### src/sv/mrf_pkg.sv
// shared types, constants and crc helper for the modbus rtu request framer
// depends on nothing; the front, queue, back and top files use it by scoped names
package mrf_pkg;

    // command codes of the input transaction
    localparam logic [2:0] CMD_READ_REGS   = 3'd0;
    localparam logic [2:0] CMD_WRITE_REG   = 3'd1;
    localparam logic [2:0] CMD_LOOPBACK    = 3'd2;
    localparam logic [2:0] CMD_MULTI_HDR   = 3'd3;
    localparam logic [2:0] CMD_MULTI_VALUE = 3'd4;

    // modbus function codes
    localparam logic [7:0] FC_READ_HOLDING = 8'h03;
    localparam logic [7:0] FC_WRITE_SINGLE = 8'h06;
    localparam logic [7:0] FC_DIAGNOSTIC   = 8'h08;
    localparam logic [7:0] FC_WRITE_MULTI  = 8'h10;

    // register count limits for write multiple
    localparam logic [6:0] MAX_REGISTERS = 7'd123;
    localparam logic [6:0] MIN_REGISTERS = 7'd1;

    // crc-16 modbus
    localparam logic [15:0] CRC_INIT = 16'hFFFF;
    localparam logic [15:0] CRC_POLY = 16'hA001;

    // byte counts of the job descriptors
    localparam int          JOB_MAX_BYTES = 7;
    localparam logic [2:0]  NB_SHORT      = 3'd2;
    localparam logic [2:0]  NB_SINGLE     = 3'd6;
    localparam logic [2:0]  NB_HEADER     = 3'd7;

    // job queue between front and back
    localparam int FIFO_DEPTH = 2;
    localparam int FIFO_PTR_W = $clog2(FIFO_DEPTH);
    localparam int FIFO_CNT_W = FIFO_PTR_W + 1;

    // one job: data bytes in frame order plus crc handling
    typedef struct packed {
        logic [JOB_MAX_BYTES-1:0][7:0] bytes;
        logic [2:0]                    nbytes;
        logic                          restart;
        logic                          emit_crc;
    } t_job;

    // queue status seen by the producer and the consumer
    typedef struct packed {
        logic empty;
        logic full;
    } t_fifo_status;

    // fold one byte into the crc, lsb first
    function automatic logic [15:0] crc_byte(input logic [15:0] crc_in,
                                             input logic [7:0]  b);
        logic [15:0] c;
        c = crc_in ^ {8'h00, b};
        for (int k = 0; k < 8; k++) begin
            if (c[0]) begin
                c = (c >> 1) ^ CRC_POLY;
            end else begin
                c = c >> 1;
            end
        end
        return c;
    endfunction

endpackage

### src/sv/mrf_if.sv
// valid/ready channel interfaces for command input and frame byte output
// depends on nothing
interface mrf_cmd_if;
    logic        valid;
    logic        ready;
    logic [2:0]  command;
    logic [7:0]  slave_address;
    logic [15:0] register_address;
    logic [15:0] data_word;
    logic [6:0]  register_count;

    modport source (output valid, output command, output slave_address,
                    output register_address, output data_word,
                    output register_count, input ready);
    modport sink   (input valid, input command, input slave_address,
                    input register_address, input data_word,
                    input register_count, output ready);
endinterface

interface mrf_byte_if;
    logic       valid;
    logic       ready;
    logic [7:0] frame_byte;
    logic       last_byte;

    modport source (output valid, output frame_byte, output last_byte, input ready);
    modport sink   (input valid, input frame_byte, input last_byte, output ready);
endinterface

### src/sv/mrf_front.sv
// front end: accepts commands, tracks the open multi-write frame, builds jobs
// depends on mrf_pkg and mrf_cmd_if
module mrf_front (
    input  logic                 i_clk,
    input  logic                 i_rst_n,
    mrf_cmd_if.sink              i_cmd,
    input  mrf_pkg::t_fifo_status i_fifo_status,
    output logic                 o_push,
    output mrf_pkg::t_job        o_job
);

    logic [6:0] r_words_left;
    logic [6:0] n_words_left;
    logic [6:0] cnt_sat;
    logic       accept;

    assign i_cmd.ready = !i_fifo_status.full;
    assign accept      = i_cmd.valid && i_cmd.ready;

    // clamp the register count into the legal range
    always_comb begin
        if (i_cmd.register_count > mrf_pkg::MAX_REGISTERS) begin
            cnt_sat = mrf_pkg::MAX_REGISTERS;
        end else if (i_cmd.register_count == 7'd0) begin
            cnt_sat = mrf_pkg::MIN_REGISTERS;
        end else begin
            cnt_sat = i_cmd.register_count;
        end
    end

    // classify the command and build the job descriptor
    always_comb begin
        o_push       = 1'b0;
        o_job        = '0;
        n_words_left = r_words_left;
        case (i_cmd.command)
            mrf_pkg::CMD_READ_REGS, mrf_pkg::CMD_WRITE_REG: begin
                o_push         = accept;
                o_job.bytes[0] = i_cmd.slave_address;
                o_job.bytes[1] = (i_cmd.command == mrf_pkg::CMD_READ_REGS) ?
                                 mrf_pkg::FC_READ_HOLDING : mrf_pkg::FC_WRITE_SINGLE;
                o_job.bytes[2] = i_cmd.register_address[15:8];
                o_job.bytes[3] = i_cmd.register_address[7:0];
                o_job.bytes[4] = i_cmd.data_word[15:8];
                o_job.bytes[5] = i_cmd.data_word[7:0];
                o_job.nbytes   = mrf_pkg::NB_SINGLE;
                o_job.restart  = 1'b1;
                o_job.emit_crc = 1'b1;
                n_words_left   = 7'd0;
            end
            mrf_pkg::CMD_LOOPBACK: begin
                o_push         = accept;
                o_job.bytes[0] = i_cmd.slave_address;
                o_job.bytes[1] = mrf_pkg::FC_DIAGNOSTIC;
                o_job.nbytes   = mrf_pkg::NB_SHORT;
                o_job.restart  = 1'b1;
                o_job.emit_crc = 1'b1;
                n_words_left   = 7'd0;
            end
            mrf_pkg::CMD_MULTI_HDR: begin
                o_push         = accept;
                o_job.bytes[0] = i_cmd.slave_address;
                o_job.bytes[1] = mrf_pkg::FC_WRITE_MULTI;
                o_job.bytes[2] = i_cmd.register_address[15:8];
                o_job.bytes[3] = i_cmd.register_address[7:0];
                o_job.bytes[4] = 8'h00;
                o_job.bytes[5] = {1'b0, cnt_sat};
                o_job.bytes[6] = {cnt_sat, 1'b0};
                o_job.nbytes   = mrf_pkg::NB_HEADER;
                o_job.restart  = 1'b1;
                o_job.emit_crc = 1'b0;
                n_words_left   = cnt_sat;
            end
            mrf_pkg::CMD_MULTI_VALUE: begin
                // value with no open frame is dropped
                o_push         = accept && (r_words_left != 7'd0);
                o_job.bytes[0] = i_cmd.data_word[15:8];
                o_job.bytes[1] = i_cmd.data_word[7:0];
                o_job.nbytes   = mrf_pkg::NB_SHORT;
                o_job.restart  = 1'b0;
                o_job.emit_crc = (r_words_left == 7'd1);
                if (r_words_left != 7'd0) begin
                    n_words_left = r_words_left - 7'd1;
                end
            end
            default: begin
                o_push = 1'b0;
            end
        endcase
    end

    // open frame word counter
    always_ff @(posedge i_clk) begin
        if (!i_rst_n) begin
            r_words_left <= 7'd0;
        end else if (accept) begin
            r_words_left <= n_words_left;
        end
    end

endmodule

### src/sv/mrf_fifo.sv
// short job queue that decouples the front end from the byte sequencer
// depends on mrf_pkg
module mrf_fifo (
    input  logic                  i_clk,
    input  logic                  i_rst_n,
    input  logic                  i_push,
    input  mrf_pkg::t_job         i_job,
    input  logic                  i_pop,
    output mrf_pkg::t_job         o_job,
    output mrf_pkg::t_fifo_status o_status
);

    mrf_pkg::t_job                  r_mem [mrf_pkg::FIFO_DEPTH];
    logic [mrf_pkg::FIFO_PTR_W-1:0] r_wr_ptr;
    logic [mrf_pkg::FIFO_PTR_W-1:0] r_rd_ptr;
    logic [mrf_pkg::FIFO_CNT_W-1:0] r_count;
    logic                           do_push;
    logic                           do_pop;

    assign o_status.empty = (r_count == '0);
    assign o_status.full  = (r_count == mrf_pkg::FIFO_CNT_W'(mrf_pkg::FIFO_DEPTH));
    assign do_push        = i_push && !o_status.full;
    assign do_pop         = i_pop && !o_status.empty;
    assign o_job          = r_mem[r_rd_ptr];

    // entry storage
    always_ff @(posedge i_clk) begin
        if (do_push) begin
            r_mem[r_wr_ptr] <= i_job;
        end
    end

    // pointers and fill count
    always_ff @(posedge i_clk) begin
        if (!i_rst_n) begin
            r_wr_ptr <= '0;
            r_rd_ptr <= '0;
            r_count  <= '0;
        end else begin
            if (do_push) begin
                r_wr_ptr <= r_wr_ptr + 1'b1;
            end
            if (do_pop) begin
                r_rd_ptr <= r_rd_ptr + 1'b1;
            end
            if (do_push && !do_pop) begin
                r_count <= r_count + 1'b1;
            end else if (do_pop && !do_push) begin
                r_count <= r_count - 1'b1;
            end
        end
    end

endmodule

### src/sv/mrf_back.sv
// back end: plays each job out one byte per cycle while the output is ready,
// folds in the crc, appends it if emit_crc; depends on mrf_pkg and mrf_byte_if
module mrf_back (
    input  logic                  i_clk,
    input  logic                  i_rst_n,
    input  mrf_pkg::t_job         i_job,
    input  mrf_pkg::t_fifo_status i_fifo_status,
    output logic                  o_pop,
    mrf_byte_if.source            o_frame
);

    mrf_pkg::t_job r_job, n_job;
    logic [3:0]    r_idx, n_idx;
    logic          r_busy, n_busy;
    logic [15:0]   r_crc, n_crc;
    logic          r_out_valid, n_out_valid;
    logic [7:0]    r_out_byte, n_out_byte;
    logic          r_out_last, n_out_last;

    logic          advance;
    logic          step;
    logic          cur_final;
    logic [3:0]    nb_ext;
    logic [7:0]    data_byte;

    assign nb_ext    = {1'b0, r_job.nbytes};
    assign advance   = !r_out_valid || o_frame.ready;
    assign step      = advance && r_busy;
    assign cur_final = r_job.emit_crc ? (r_idx == nb_ext + 4'd1) : (r_idx == nb_ext - 4'd1);
    assign o_pop     = !i_fifo_status.empty && (!r_busy || (step && cur_final));
    assign data_byte = r_job.bytes[r_idx[2:0]];

    assign o_frame.valid      = r_out_valid;
    assign o_frame.frame_byte = r_out_byte;
    assign o_frame.last_byte  = r_out_last;

    // byte sequencer
    always_comb begin
        n_job       = r_job;
        n_idx       = r_idx;
        n_busy      = r_busy;
        n_crc       = r_crc;
        n_out_valid = r_out_valid;
        n_out_byte  = r_out_byte;
        n_out_last  = r_out_last;

        if (step) begin
            n_out_valid = 1'b1;
            n_idx       = r_idx + 4'd1;
            if (r_idx < nb_ext) begin
                n_out_byte = data_byte;
                n_out_last = 1'b0;
                n_crc      = mrf_pkg::crc_byte(r_crc, data_byte);
            end else if (r_idx == nb_ext) begin
                n_out_byte = r_crc[7:0];
                n_out_last = 1'b0;
            end else begin
                n_out_byte = r_crc[15:8];
                n_out_last = 1'b1;
            end
            if (cur_final) begin
                n_busy = 1'b0;
                if (r_job.emit_crc) begin
                    n_crc = mrf_pkg::CRC_INIT;
                end
            end
        end else if (advance) begin
            n_out_valid = 1'b0;
        end

        // take the next job from the queue
        if (o_pop) begin
            n_job  = i_job;
            n_busy = 1'b1;
            n_idx  = 4'd0;
            if (i_job.restart) begin
                n_crc = mrf_pkg::CRC_INIT;
            end
        end
    end

    // control state
    always_ff @(posedge i_clk) begin
        if (!i_rst_n) begin
            r_busy      <= 1'b0;
            r_idx       <= 4'd0;
            r_crc       <= mrf_pkg::CRC_INIT;
            r_out_valid <= 1'b0;
        end else begin
            r_busy      <= n_busy;
            r_idx       <= n_idx;
            r_crc       <= n_crc;
            r_out_valid <= n_out_valid;
        end
    end

    // payload registers
    always_ff @(posedge i_clk) begin
        r_job      <= n_job;
        r_out_byte <= n_out_byte;
        r_out_last <= n_out_last;
    end

endmodule

### src/sv/modbus_rtu_request_framer.sv
// Modbus RTU request framer: each command transaction becomes the bytes of a
// request frame (03, 06, 08 or a 16 built over a header and value items),
// closed by the CRC-16, low byte first, with last_byte on the final byte.
// One frame byte leaves per cycle while ready is high, from a registered
// output; a transaction yields 0 to 8 bytes, so a stream of 03 or 06 requests
// is paced by the one-byte-per-cycle sequencer in the back end.
// A two-entry job queue lets commands be accepted while earlier frames drain;
// an idle gap is added only when the sequencer starts from empty.
// depends on mrf_pkg, mrf_if, mrf_front, mrf_fifo and mrf_back
module modbus_rtu_request_framer (
    input  logic       i_clk,
    input  logic       i_rst_n,
    mrf_cmd_if.sink    i_cmd,
    mrf_byte_if.source o_frame
);

    logic                  push;
    logic                  pop;
    mrf_pkg::t_job         push_job;
    mrf_pkg::t_job         head_job;
    mrf_pkg::t_fifo_status fifo_status;

    // command classification
    mrf_front u_front (
        .i_clk         (i_clk),
        .i_rst_n       (i_rst_n),
        .i_cmd         (i_cmd),
        .i_fifo_status (fifo_status),
        .o_push        (push),
        .o_job         (push_job)
    );

    // job queue
    mrf_fifo u_fifo (
        .i_clk    (i_clk),
        .i_rst_n  (i_rst_n),
        .i_push   (push),
        .i_job    (push_job),
        .i_pop    (pop),
        .o_job    (head_job),
        .o_status (fifo_status)
    );

    // byte sequencer and crc
    mrf_back u_back (
        .i_clk         (i_clk),
        .i_rst_n       (i_rst_n),
        .i_job         (head_job),
        .i_fifo_status (fifo_status),
        .o_pop         (pop),
        .o_frame       (o_frame)
    );

endmodule
### src/flat_wrapper.sv
// flat-port wrapper written by rule: the top's interface ports become plain ports
module modbus_rtu_request_framer_flat 
  (i_clk, i_rst_n, i_cmd_valid, i_cmd_command, i_cmd_slave_address, i_cmd_register_address, i_cmd_data_word, i_cmd_register_count, i_cmd_ready, o_frame_valid, o_frame_frame_byte, o_frame_last_byte, o_frame_ready);
  mrf_cmd_if i_cmd_i ();
  mrf_byte_if o_frame_i ();
  input  logic i_clk;
  input  logic i_rst_n;
  input wire logic [$bits(i_cmd_i.valid)-1:0] i_cmd_valid;
  input wire logic [$bits(i_cmd_i.command)-1:0] i_cmd_command;
  input wire logic [$bits(i_cmd_i.slave_address)-1:0] i_cmd_slave_address;
  input wire logic [$bits(i_cmd_i.register_address)-1:0] i_cmd_register_address;
  input wire logic [$bits(i_cmd_i.data_word)-1:0] i_cmd_data_word;
  input wire logic [$bits(i_cmd_i.register_count)-1:0] i_cmd_register_count;
  output wire logic [$bits(i_cmd_i.ready)-1:0] i_cmd_ready;
  output wire logic [$bits(o_frame_i.valid)-1:0] o_frame_valid;
  output wire logic [$bits(o_frame_i.frame_byte)-1:0] o_frame_frame_byte;
  output wire logic [$bits(o_frame_i.last_byte)-1:0] o_frame_last_byte;
  input wire logic [$bits(o_frame_i.ready)-1:0] o_frame_ready;
  assign i_cmd_i.valid = i_cmd_valid;
  assign i_cmd_i.command = i_cmd_command;
  assign i_cmd_i.slave_address = i_cmd_slave_address;
  assign i_cmd_i.register_address = i_cmd_register_address;
  assign i_cmd_i.data_word = i_cmd_data_word;
  assign i_cmd_i.register_count = i_cmd_register_count;
  assign i_cmd_ready = i_cmd_i.ready;
  assign o_frame_valid = o_frame_i.valid;
  assign o_frame_frame_byte = o_frame_i.frame_byte;
  assign o_frame_last_byte = o_frame_i.last_byte;
  assign o_frame_i.ready = o_frame_ready;
  modbus_rtu_request_framer u_core (.i_clk(i_clk), .i_rst_n(i_rst_n), .i_cmd(i_cmd_i), .o_frame(o_frame_i));
endmodule
### config.mk
export PLATFORM = sky130hd
export DESIGN_NAME = modbus_rtu_request_framer_flat
export DESIGN_NICKNAME = d
export VERILOG_FILES = /design/src/sv/mrf_pkg.sv /design/src/sv/mrf_if.sv /design/src/sv/mrf_front.sv /design/src/sv/mrf_fifo.sv /design/src/sv/mrf_back.sv /design/src/sv/modbus_rtu_request_framer.sv /design/src/flat_wrapper.sv
export SDC_FILE = /design/constraint.sdc
export NUM_CORES = 1
export LEC_CHECK = 0
export BUFFER_PORTS_ARGS = -buffer_cell sky130_fd_sc_hd__buf_2
export CAP_MARGIN = 20
export CORE_UTILIZATION = 60
export DETAILED_ROUTE_END_ITERATION = 7
export HOLD_SLACK_MARGIN = 0.08
export PLACE_DENSITY = 0.87
export SYNTH_ARGS = -nofsm -noshare
export SYNTH_HDL_FRONTEND = slang
export SYNTH_SLANG_ARGS = --single-unit
### constraint.sdc
create_clock -name i_clk -period 5.9 [get_ports i_clk]
set_input_delay 1.18 -clock i_clk [delete_from_list [all_inputs] [get_ports i_clk]]
set_output_delay 1.18 -clock i_clk [all_outputs]
set_load 0.01 [all_outputs]
* Word-level counts from Yosys, hierarchy flattened
Memory sizes are Yosys's and may differ from the RTL's. A register that Yosys moved wholly into a read port is not among the register bits. Index checks and enable logic that the tools add are counted.
Operators by class: add/subtract/negate cells 8, muxes and demuxes 54, order comparisons 3, reductions and logical operators 32, equal/unequal tests 10, divide/modulo/power cells 0, $mul 0, shifts and indexed selects 0, bitwise gates (word level) 10
Operators with widths (count):
- two-way mux 16 bit | 28
- one-hot mux 21 bit (4 select lines) | 1
- one-hot mux 32 bit (2 select lines) | 1
- two-way mux 8 bit | 4
- binary-select mux 8 bit (select 3 bit) | 1
- inverter 2 -> 3 bit | 8
- two-way mux 7 bit | 3
- one-hot mux 7 bit (3 select lines) | 1
- bitwise XOR 16 x 8 -> 16 bit | 1
- two-way mux 1 bit | 11
- logical AND 1 bit | 9
- == test 4 bit | 2
- nonzero test 2 bit | 4
- == test 7 x 1 -> 1 bit, second input constant | 1
- > comparator 7 bit, second input constant | 1
- logical NOT 7 bit | 1
- nonzero test 7 bit | 1
- subtractor 7 x 1 -> 7 bit, second input constant | 1
- == test 3 x 2 -> 1 bit, second input constant | 2
- logical NOT 1 bit | 6
- adder 3 x 1 -> 4 bit, second input constant | 1
- adder 4 x 1 -> 4 bit, second input constant | 1
- == test 4 x 3 -> 1 bit | 1
- < comparator 3 x 4 -> 1 bit, second input constant | 1
- 22 further kinds | 26
Word-level totals: output and inout bits 11, input port bits 54, ROM bits 0, bits in latches 0, register bits 102, logic and storage cells 137, memory bits (writable) 122, memories kept 1
Memory list:
- u_core.u_fifo.r_mem | words 2, bits a word 61, read ports 1, clocked after memory_dff 1, wr ports 1, RTL line mrf_fifo.sv:13 | mrf_pkg::t_job r_mem [mrf_pkg::FIFO_DEPTH];

* Logic depth before layout (Yosys ltp)
Gate-level depths: netlist (run 1).
depth in word-level cells 39, mapped depth 13, gate-level depth less buffers 11

* By module
From an unflattened synthesis (run 1), not the netlist that was laid out.
Unflattened totals: cell total of the unflattened synthesis 662, area total of the unflattened synthesis 9740.6 um2
Modules (own cells, without submodules):
- mrf_fifo | cells each 215, seq. area each 3763.6 um2, instances 1, area an instance 4619.4 um2
- mrf_back | cells each 290, seq. area each 2512.4 um2, instances 1, area an instance 4052.6 um2
- mrf_front | cells each 157, seq. area each 140.1 um2, instances 1, area an instance 1068.5 um2

* Least setup slack after synthesis (run 1)
OpenSTA, ideal clock, no wires.
path kind input to register, from input i_cmd_command[1], to memory u_core.u_fifo.r_mem[0][0] in the netlist's numbering (enable), arrival time 4.759 ns, setup slack 0.655 ns, data required time 5.414 ns, setup time 0.486 ns, stages on the path 4, path buffers 0, cell sequence nor2_1 > o21ai_0 > a21oi_1 > nor2b_1
On the way: word-level cells in the longest chain between the ends 6, elaborated cells on any way between the ends 10, classes of those cells eq/ne: 4; mux: 3; reduce/logical: 3
RTL lines:
- start: declaration | RTL line flat_wrapper.sv:9 | input wire logic [$bits(i_cmd_i.command)-1:0] i_cmd_command;
- == test 3 x 2 -> 1 bit, or another cell as far along | RTL line mrf_front.sv:36 | case (i_cmd.command)
- OR reduction 4 bit (no source line)
- one-hot mux 1 bit (2 select lines) * | RTL line mrf_front.sv:36
- logical AND 1 bit * | RTL line mrf_fifo.sv:22 | assign do_push = i_push && !o_status.full;
- two-way mux 1 bit * | RTL line mrf_fifo.sv:28 | if (do_push) begin
- two-way mux 1 bit (not written as such) * | RTL line mrf_fifo.sv:29 | r_mem[r_wr_ptr] <= i_job;
- end: declaration | RTL line mrf_fifo.sv:13
Mark *: on every way between the ends. The rest lies on a longest branch, timed or not.

* Worst setup path in the final report (run 1)
from register u_core.u_back.r_job[0] in the netlist's numbering, to register u_core.u_back.r_job[43] in the netlist's numbering (enable)
On the way: word-level cells in the longest chain between the ends 4
RTL lines:
- start: declaration | RTL line mrf_back.sv:12 | mrf_pkg::t_job r_job, n_job;
- start signal: assignment | RTL line mrf_back.sv:99 | r_job <= n_job;
- two-way mux 1 bit | RTL line mrf_back.sv:29 | assign cur_final = r_job.emit_crc ? (r_idx == nb_ext + 4'd1) : (r_idx == nb_ext - 4'd1);
- logical AND 1 bit | RTL line mrf_back.sv:30 | assign o_pop = !i_fifo_status.empty && (!r_busy || (step && cur_final));
- logical OR 1 bit | RTL line mrf_back.sv:30
- logical AND 1 bit | RTL line mrf_back.sv:30
- named net u_core.pop | RTL line modbus_rtu_request_framer.sv:18 | logic pop;
The timed path passes the listed nets, and every way through them passes these cells. A chain may end at the register's enable or synchronous reset.

==> flow_metrics.env, run 1 <==
export IMPL_rsz0062_at_grt="false"
export IMPL_io_pins=65
export IMPL_synthesis_area_mm2=0.00951
export IMPL_port_buffers=64
export IMPL_hp_class="reg2reg"
export IMPL_core_area_mm2=0.0153
export IMPL_vdd_ir_drop_max_uv=261
export IMPL_fin_util=0.703
export IMPL_first_global_vias=5681
export IMPL_grtUsageTotal=0.241
export IMPL_async_flop_share=0
export IMPL_h_tree_depth=1
export IMPL_reg2reg_to="u_core.u_back.r_job[43]"
export IMPL_power_frac_clock=0.271
export IMPL_cts_tree="built"
export IMPL_clock_fmax_mhz=281
export IMPL_min_from="u_core.u_back.r_busy"
export IMPL_tightest_slew_ns=1.09
export IMPL_ys_warn_count=0
export IMPL_ff2ff_setup_slack_ns=2.34
export IMPL_synth_edf_count=188
export IMPL_setup_viol=0
export IMPL_clk_pin_slew_ns=0.06
export IMPL_finalHoldViolCount=0
export IMPL_grt_ovfl_total=0
export IMPL_seq_area_frac_synth=0.665
export IMPL_power_leakage_nw=3.94
export IMPL_power_mw=5.26
export IMPL_power_switching_mw=1.59
export IMPL_r2r_cells=8
export IMPL_fin_setup_tns_ns=0
export IMPL_startpoint_type="flop"
export IMPL_syn_nets=718
export IMPL_diodes=0
export IMPL_syn_to_final_growth_pct=13.2
export IMPL_swShare=0.303
export IMPL_post_dp_hpwl_mm=12.3
export IMPL_endpoint_kind="flop"
export IMPL_ant_nets=0
export IMPL_cp_cell_sequence="fa_1 > xnor3_1 > nor3_1 > nand2_1 > o21ai_0 > o21ai_1 > inv_2 > buf_4"
export IMPL_ys_types=56
export IMPL_r2r_start="u_core.u_back.r_job[0]"
export IMPL_cts_root_buf="clkbuf_16"
export IMPL_hold_path_cell_count=2
export IMPL_vias=5571
export IMPL_power_frac_comb=0.299
export IMPL_cts_hold_buf=0
export IMPL_final_period_utilization=0.603
export IMPL_drv_slew=0
export IMPL_drive_gt1_frac=0.259
export IMPL_post_drt_wl_per_cell_um=19.9
export IMPL_vias_per_cell=5.85
export IMPL_core_rowCount=45
export IMPL_relSlewSlack=0.276
export IMPL_cts_sinks=222
export IMPL_max_stage_delay_ns=0.56
export IMPL_grt_max_degree=61
export IMPL_skew_ns=0.0183
export IMPL_final_cell_mix="edfxtp_1, mux2_2, buf_2, nand2_1"
export IMPL_cts_resized=0
export IMPL_drtIter0Drc=511
export IMPL_grt_pass1_wl_mm=29.7
export IMPL_whs_endpoint="u_core.u_back.o_frame.valid"
export IMPL_cp_max_fo=31
export IMPL_gp_congestion=0.908
export IMPL_drv_cap=0
export IMPL_firstDrtPassIters=5
export IMPL_clk_latency_ns=0.52
export IMPL_cts_setup_buffers=0
export IMPL_worst_setup_path_type="reg2reg"
export IMPL_start_util=0.621
export IMPL_fp_dieW_um=128
export IMPL_crit_slowest_cell="inv_2"
export IMPL_cts_buffers=23
export IMPL_post_route_min_period_ns=3.56
export IMPL_hold_slack_ns=0.472
export IMPL_power_share_sequential=0.430
export IMPL_design_die_area_mm2=0.0164
export IMPL_nets=789
export IMPL_netlist_instances=654
export IMPL_required_ns=6.07
export IMPL_drc_errors=0
export IMPL_arrival_ns=3.73
export IMPL_power_density_mw_per_mm2=489
export IMPL_ys_flop_type="edfxtp_1"
export IMPL_status="complete, no violations"
export IMPL_clockBufferDepth=3
export IMPL_synth_seq_cells=222
export IMPL_routed_wl_mm=19.0
export IMPL_fillers=1003
export IMPL_p_int_mw=3.67
export IMPL_avgSynthCellArea_um2=14.5
export IMPL_mostFrequentLayoutCell="edfxtp_1"
export IMPL_die_h_um=128
export IMPL_grt_antenna_before_repair=0
[cell type report]
class                           count  area, µm²  share of cell area
Inverter                           34        128              0.0119
Tap cell                          211        264              0.0245
Multi-Input combinational cell    371       2900               0.269
Sequential cell                   222       6330               0.588
Clock inverter                     12        145              0.0135
Clock buffer                       29        598              0.0556
Timing Repair Buffer               73        400              0.0372
[power by group through the flow]
| stage | clock (mW) | combinational, mW | sequential, mW |
|---|---|---|---|
| global placement | 0 | 1.48 | 2.26 |
| floorplan | 0 | 1.20 | 2.27 |
| detailed placement | 0 | 1.54 | 2.28 |
| global route | 1.50 | 1.69 | 2.29 |
| finish | 1.43 | 1.57 | 2.26 |
| CTS | 1.44 | 1.57 | 2.26 |
[cells by family (layout without fill, tap and decap cells)]
logic type                 after synthesis  in the layout  synth area share
adders and majority gates               10             10            0.0139
and+or+nand+nor                        145            145            0.0779
buffers and inverters                   61            148            0.0308
DFF                                    222            222             0.665
AOI/OAI and AO/OA                       93             93            0.0649
muxes                                   92             92             0.106
xor gates and xnor gates                31             31            0.0408
[layer usage]
layer,GRT usage,part of all wire
met5,0,0
met4,0.0927,0.030
met3,0.0359,0.056
met2,0.418,0.51
met1,0.309,0.40
[cells in the mapped netlist (9+ instances only)]
| master | count | share of area |
|---|---|---|
| inv_1 | 34 | 0.013 |
| xor2_1 | 9 | 0.0083 |
| nor2b_1 | 24 | 0.016 |
| nand2_1 | 52 | 0.021 |
| o21ai_0 | 29 | 0.015 |
| edfxtp_1 | 188 | 0.59 |
| mux2_2 | 68 | 0.081 |
| ha_1 | 9 | 0.012 |
| mux2i_1 | 23 | 0.024 |
| xnor2_1 | 10 | 0.0092 |
| o22ai_1 | 14 | 0.0092 |
| nor2_1 | 13 | 0.0051 |
| and2_1 | 16 | 0.011 |
| nand3_1 | 12 | 0.0063 |
| dfxtp_1 | 34 | 0.072 |
| a22oi_1 | 11 | 0.0087 |
| clkbuf_1 | 19 | 0.0075 |
[worst max path at each step]
stage | startpoint | end | slack, ns | cells after the start
after floorplan | i_cmd_command[1] | u_core.u_fifo.r_mem[0][0] | 0.65 | 4
after global placement | u_core.u_back.r_job[0] | u_core.u_back.r_job[16] | 2.61 | 8
after detailed placement | u_core.u_back.r_job[0] | u_core.u_back.r_job[10] | 2.40 | 8
after CTS | u_core.u_back.r_job[0] | u_core.u_back.r_job[43] | 2.32 | 8
after global routing | u_core.u_back.r_job[0] | u_core.u_back.r_job[43] | 2.12 | 8
final | u_core.u_back.r_job[0] | u_core.u_back.r_job[43] | 2.34 | 8
[worst max-delay path: cells and delay by family, from the launching register on]
| family | cells | cell delay (ns) |
|---|---|---|
| AO/OA/AOI/OAI | 2 | 0.48 |
| XOR/XNOR | 1 | 0.35 |
| adder cells (fa/ha/maj) | 1 | 0.47 |
| buffers and inverters | 2 | 1.04 |
| flip-flops | 1 | 0.47 |
| AND/OR/NAND/NOR | 2 | 0.38 |
[metrics by stage]
| step | cell area [µm²] | std cells | setup WS (ns) |
|---|---|---|---|
| 6_report | 10800 | 952 | 2.34 |
| 3_3_place_gp | 10000 | 911 | 2.61 |
| 5_1_grt | 10800 | 952 | 2.12 |
| 4_1_cts | 10800 | 952 | 2.32 |
| 3_5_place_dp | 10000 | 911 | 2.40 |
| 2_1_floorplan | 9510 | 654 | 0.655 |
[sequential cells by signal, indices dropped and copies added (netlist names), named ones only]
signal                            flops
u_core.u_back.r_job                  56
u_core.u_back.r_idx                   4
u_core.u_back.o_frame.valid           1
u_core.u_back.r_busy                  1
u_core.u_fifo.r_count                 2
u_core.u_back.o_frame.last_byte       1
u_core.u_fifo.r_rd_ptr                1
u_core.u_back.nb_ext                  3
u_core.u_fifo.r_mem                 120
u_core.u_fifo.r_wr_ptr                1
u_core.u_back.r_crc                  16
u_core.u_back.o_frame.frame_byte      8
u_core.u_front.r_words_left           7
Note: power is estimated with default switching activity, not from simulation.
==> run 2, diff against run 1 <==
==> constraint.sdc (replaced) <==
create_clock -name i_clk -period 3.5 [get_ports i_clk]
set_input_delay 0.7 -clock i_clk [delete_from_list [all_inputs] [get_ports i_clk]]
set_output_delay 0.7 -clock i_clk [all_outputs]
set_load 0.01 [all_outputs]
==> flow_metrics.env, run 2 (same netlist as run 1, synthesis figures left out) <==
export IMPL_status="complete, no violations"
export IMPL_power_share_sequential=0.420
export IMPL_ant_nets=0
export IMPL_grt_max_degree=60
export IMPL_final_period_utilization=0.889
export IMPL_post_route_min_period_ns=3.11
export IMPL_core_rowCount=45
export IMPL_grtUsageTotal=0.245
export IMPL_drtIter0Drc=493
export IMPL_finalHoldViolCount=0
export IMPL_fin_ws_ns=0.389
export IMPL_port_buffers=64
export IMPL_fin_setup_tns_ns=0
export IMPL_grt_antenna_before_repair=0
export IMPL_power_switching_mw=2.77
export IMPL_io_pins=65
export IMPL_vias=5664
export IMPL_cts_resized=0
export IMPL_setup_viol=0
export IMPL_first_global_vias=5667
export IMPL_vdd_ir_drop_max_uv=523
export IMPL_mostFrequentLayoutCell="edfxtp_1"
export IMPL_pre_cts_ws_ns=0.418
export IMPL_fp_dieW_um=128
export IMPL_nets=793
export IMPL_firstDrtPassIters=6
export IMPL_h_tree_depth=1
export IMPL_final_cell_mix="edfxtp_1, mux2_2, buf_2, nand2_1"
export IMPL_core_area_mm2=0.0153
export IMPL_cts_setup_buffers=0
export IMPL_seq_area_mm2=0.00633
export IMPL_vias_per_cell=5.92
export IMPL_post_dp_hpwl_mm=12.1
export IMPL_hp_class="reg2reg"
export IMPL_power_density_mw_per_mm2=837
export IMPL_top_regs="u_core.u_fifo.r_mem (120), u_core.u_back.r_job (56), u_core.u_back.r_crc (16)"
export IMPL_arrival_ns=3.54
export IMPL_cts_buffers=23
export IMPL_syn_to_final_growth_pct=14.4
export IMPL_clk_latency_ns=0.52
export IMPL_cts_hold_buf=0
export IMPL_p_int_mw=6.33
export IMPL_clockBufferDepth=3
export IMPL_swShare=0.305
export IMPL_cts_tree="built"
export IMPL_fin_util=0.710
export IMPL_power_frac_clock=0.283
export IMPL_drv_slew=0
export IMPL_diodes=0
export IMPL_hold_slack_ns=0.470
export IMPL_startpoint_type="flop"
export IMPL_endpoint_kind="flop"
export IMPL_cts_sinks=222
export IMPL_clock_fmax_mhz=321
export IMPL_fillers=966
export IMPL_worst_setup_path_type="reg2reg"
export IMPL_largest_reg_flops=120
export IMPL_clk_pin_slew_ns=0.06
export IMPL_multiInputGateArea_mm2=0.00290
export IMPL_cp_max_fo=5
export IMPL_start_util=0.621
export IMPL_relSlewSlack=0.555
export IMPL_cts_root_buf="clkbuf_16"
export IMPL_power_leakage_nw=4.00
export IMPL_gp_congestion=0.853
export IMPL_drc_errors=0
export IMPL_grt_pass1_wl_mm=30.2
export IMPL_rsz0062_at_grt="false"
export IMPL_power_frac_comb=0.297
export IMPL_grt_ovfl_total=0
export IMPL_skew_ns=0.0134
export IMPL_drive_gt1_frac=0.272
export IMPL_routed_wl_mm=19.2
export IMPL_design_die_area_mm2=0.0164
export IMPL_die_h_um=128
export IMPL_required_ns=3.93
export IMPL_top_register="u_core.u_fifo.r_mem"
export IMPL_post_drt_wl_per_cell_um=20.1
export IMPL_tightest_slew_ns=0.668
export IMPL_drv_cap=0
-- run 2: cell count changes in the layout (fill, tap and decap cells not counted) --
cell / before / now
buf_12: 1 / 2
clkinvlp_4: 0 / 2
clkinv_1: 4 / 1
clkbuf_8: 0 / 3
clkinv_8: 0 / 1
clkbuf_1: 6 / 3
clkbuf_16: 23 / 24
buf_4: 8 / 11
-- run 2: power by group through the flow --
stage / Sequential [mW] / Combinational, mW / Clock [mW]
after floorplan: 3.81 / 2.03 / 0
after global placement: 3.84 / 2.52 / 0
after detailed placement: 3.87 / 2.63 / 0
after CTS: 3.82 / 2.68 / 2.59
after global routing: 3.87 / 2.91 / 2.70
final: 3.82 / 2.70 / 2.58
-- run 2: worst paths after layout --
| kind | cells past startpoint | slack [ns] | startpoint | endpoint |
|---|---|---|---|---|
| worst max register to register | 10 | 0.39 | u_core.u_back.r_job[0] | u_core.u_fifo.r_count[1] |
| worst min-delay path | 2 | 0.47 | u_core.u_front.r_words_left[6] | u_core.u_front.r_words_left[6] |
| worst max-delay path | 10 | 0.39 | u_core.u_back.r_job[0] | u_core.u_fifo.r_count[1] |
| worst min register to register | 2 | 0.47 | u_core.u_front.r_words_left[6] | u_core.u_front.r_words_left[6] |
-- run 2: final cells by class --
class / count / share of cell area
multi-input cells: 371 / 0.266
flip-flops and latches: 222 / 0.582
inverters: 34 / 0.0117
well taps: 211 / 0.0243
clock inverters: 12 / 0.0152
repair buffers: 77 / 0.0407
clock buffers: 30 / 0.0600
-- run 2: metal layers --
layer,wire length [µm],GRT usage
met1,7710,0.318
met2,9590,0.419
met3,1320,0.0413
met4,629,0.0830
met5,0,0
-- run 2: worst max-delay path, stage by stage, from the launching register on --
cell and delay (ns):
edfxtp_1 0.47, fa_1 0.48, xnor3_1 0.34, nor3_1 0.28
nand2_1 0.10, o21ai_0 0.21, o21ai_1 0.22, ha_1 0.26
xor2_1 0.16, or3_1 0.32, a21boi_0 0.19
-- run 2: metrics by stage --
stage / instances / power (mW) / area [µm²]
2_1_floorplan: 654 / 5.84 / 9520
3_3_place_gp: 914 / 6.36 / 10100
3_5_place_dp: 914 / 6.49 / 10100
4_1_cts: 956 / 9.10 / 10900
5_1_grt: 957 / 9.47 / 10900
6_report: 957 / 9.10 / 10900
==> run 3, diff against run 2 <==
--- a/config.mk
+++ b/config.mk
@@ -6,11 +6,12 @@
 export NUM_CORES = 1
 export LEC_CHECK = 0
 export BUFFER_PORTS_ARGS = -buffer_cell sky130_fd_sc_hd__buf_2
-export CAP_MARGIN = 20
-export CORE_UTILIZATION = 60
+export CAP_MARGIN = 30
+export CORE_UTILIZATION = 54
+export CTS_CLUSTER_SIZE = 30
 export DETAILED_ROUTE_END_ITERATION = 7
 export HOLD_SLACK_MARGIN = 0.08
-export PLACE_DENSITY = 0.87
+export PLACE_DENSITY = 0.83
 export SYNTH_ARGS = -nofsm -noshare
 export SYNTH_HDL_FRONTEND = slang
 export SYNTH_SLANG_ARGS = --single-unit
==> constraint.sdc (replaced) <==
create_clock -name i_clk -period 2.8 [get_ports i_clk]
set_input_delay 0.56 -clock i_clk [delete_from_list [all_inputs] [get_ports i_clk]]
set_output_delay 0.56 -clock i_clk [all_outputs]
set_load 0.01 [all_outputs]
==> flow_metrics.env, run 3 (same netlist as run 1, synthesis figures left out) <==
export IMPL_grt_antenna_before_repair=0
export IMPL_status="complete, no violations"
export IMPL_vias=5610
export IMPL_final_cell_mix="edfxtp_1, mux2_2, buf_2, nand2_1, dfxtp_1"
export IMPL_startpoint_type="flop"
export IMPL_cts_sinks=222
export IMPL_worst_setup_path_type="reg2reg"
export IMPL_clk_latency_ns=0.50
export IMPL_port_buffers=64
export IMPL_vias_per_cell=5.72
export IMPL_post_route_min_period_ns=2.70
export IMPL_firstDrtPassIters=5
export IMPL_drc_errors=0
export IMPL_finalHoldViolCount=0
export IMPL_seq_area_mm2=0.00633
export IMPL_fin_util=0.633
export IMPL_power_leakage_nw=3.99
export IMPL_mostFrequentLayoutCell="edfxtp_1"
export IMPL_top_register="u_core.u_fifo.r_mem"
export IMPL_crit_slowest_cell="edfxtp_1"
export IMPL_cts_root_buf="clkbuf_16"
export IMPL_io_pins=65
export IMPL_max_stage_delay_ns=0.42
export IMPL_core_area_mm2=0.0172
export IMPL_first_global_vias=5720
export IMPL_cp_cell_sequence="buf_4 > inv_2 > ha_1 > a21o_1 > a21oi_2 > xnor3_1 > o21ai_2 > o21ai_2 > ha_1 > xor2_1 > or3_1 > a21boi_2"
export IMPL_core_rowCount=48
export IMPL_endpoint_kind="flop"
export IMPL_grtUsageTotal=0.215
export IMPL_drv_cap=0
export IMPL_placed_cell_area_mm2=0.0102
export IMPL_fin_ws_ns=0.0976
export IMPL_post_drt_wl_per_cell_um=19.6
export IMPL_post_dp_hpwl_mm=12.6
export IMPL_arrival_ns=3.14
export IMPL_required_ns=3.23
export IMPL_vdd_ir_drop_max_uv=592
export IMPL_routed_wl_mm=19.2
export IMPL_clock_fmax_mhz=370
export IMPL_final_period_utilization=0.965
export IMPL_hp_class="in2reg"
export IMPL_final_area_mm2=0.0109
export IMPL_tightest_slew_ns=0.659
export IMPL_fp_dieW_um=135
export IMPL_drtIter0Drc=376
export IMPL_cp_max_fo=3
export IMPL_skew_ns=0.0114
export IMPL_clk_pin_slew_ns=0.06
export IMPL_drv_slew=0
export IMPL_gp_congestion=0.872
export IMPL_cts_tree="built"
export IMPL_drive_gt1_frac=0.282
export IMPL_diodes=0
export IMPL_cts_hold_buf=0
export IMPL_largest_reg_flops=120
export IMPL_cts_buffers=23
export IMPL_fillers=1175
export IMPL_pre_cts_ws_ns=-0.0246
export IMPL_grt_max_degree=51
export IMPL_clockBufferDepth=3
export IMPL_grt_ovfl_total=0
export IMPL_start_util=0.552
export IMPL_die_h_um=135
export IMPL_power_density_mw_per_mm2=1010
export IMPL_layoutNonFillerInstCount=980
export IMPL_grt_pass1_wl_mm=29.6
export IMPL_h_tree_depth=1
export IMPL_relSlewSlack=0.556
export IMPL_design_die_area_mm2=0.0181
export IMPL_multiInputGateArea_mm2=0.00294
export IMPL_syn_to_final_growth_pct=14.8
export IMPL_dp_cells=934
export IMPL_top_regs="u_core.u_fifo.r_mem (120), u_core.u_back.r_job (56), u_core.u_back.r_crc (16)"
export IMPL_nets=803
export IMPL_setup_viol=0
export IMPL_ant_nets=0
==> run 3: cell type report <==
class	instances	share of cell area
Tap cell	225	0.0258
Clock inverter	10	0.00516
Multi-Input combinational cell	371	0.269
Inverter	34	0.0120
Timing Repair Buffer	87	0.0520
Clock buffer	31	0.0564
Sequential cell	222	0.580
==> run 3: power breakdown <==
group / switching, mW / internal [mW] / total [mW]
registers: 0.299 / 4.48 / 4.78
clock network: 1.19 / 1.55 / 2.73
logic: 1.88 / 1.61 / 3.49
==> run 3: critical path: cells and delay by family (launching register included) <==
family | cells | cell delay [ns]
adder cells (fa/ha/maj) | 2 | 0.43
AND/OR/NAND/NOR | 1 | 0.34
flip-flops | 1 | 0.42
XOR/XNOR | 2 | 0.42
buffers and inverters | 2 | 0.23
AO/OA/AOI/OAI | 5 | 0.79
==> run 3: routing by layer <==
metal,track usage,share of wire,up-vias
li1,-,-,2583
met2,0.371,0.50,225
met1,0.272,0.40,2756
met5,0,0,-
met3,0.0357,0.062,46
met4,0.0811,0.030,0
==> run 3: repair_timing <==
item / CTS / global route
gates resized for setup: 0 / 5
setup endpoints to repair: 1 / 1
setup buffers: 1 / 3
hold endpoints to repair: 0 / 0
pin swaps: 0 / 3
==> run 3: worst paths after layout <==
path,from,to,slack [ns],depth (start not counted)
setup / recovery,u_core.u_back.r_job[0],u_core.u_fifo.r_count[1],0.1,12
hold / removal,i_cmd_data_word[13],u_core.u_fifo.r_mem[0][42],0.38,2
setup reg to reg,u_core.u_back.r_job[0],u_core.u_fifo.r_count[1],0.1,12
hold reg to reg,u_core.u_front.r_words_left[6],u_core.u_front.r_words_left[6],0.47,2
==> run 3: through the flow <==
| stage | total power [mW] | hold slack, ns | setup TNS, ns |
|---|---|---|---|
| floorplan | 7.34 | 0.436 | 0 |
| global placement | 8.04 | 0.447 | 0 |
| detailed placement | 8.21 | 0.469 | -0.0246 |
| CTS | 11.0 | 0.367 | 0 |
| global route | 11.5 | 0.385 | -0.0499 |
| finish | 11.0 | 0.381 | 0 |
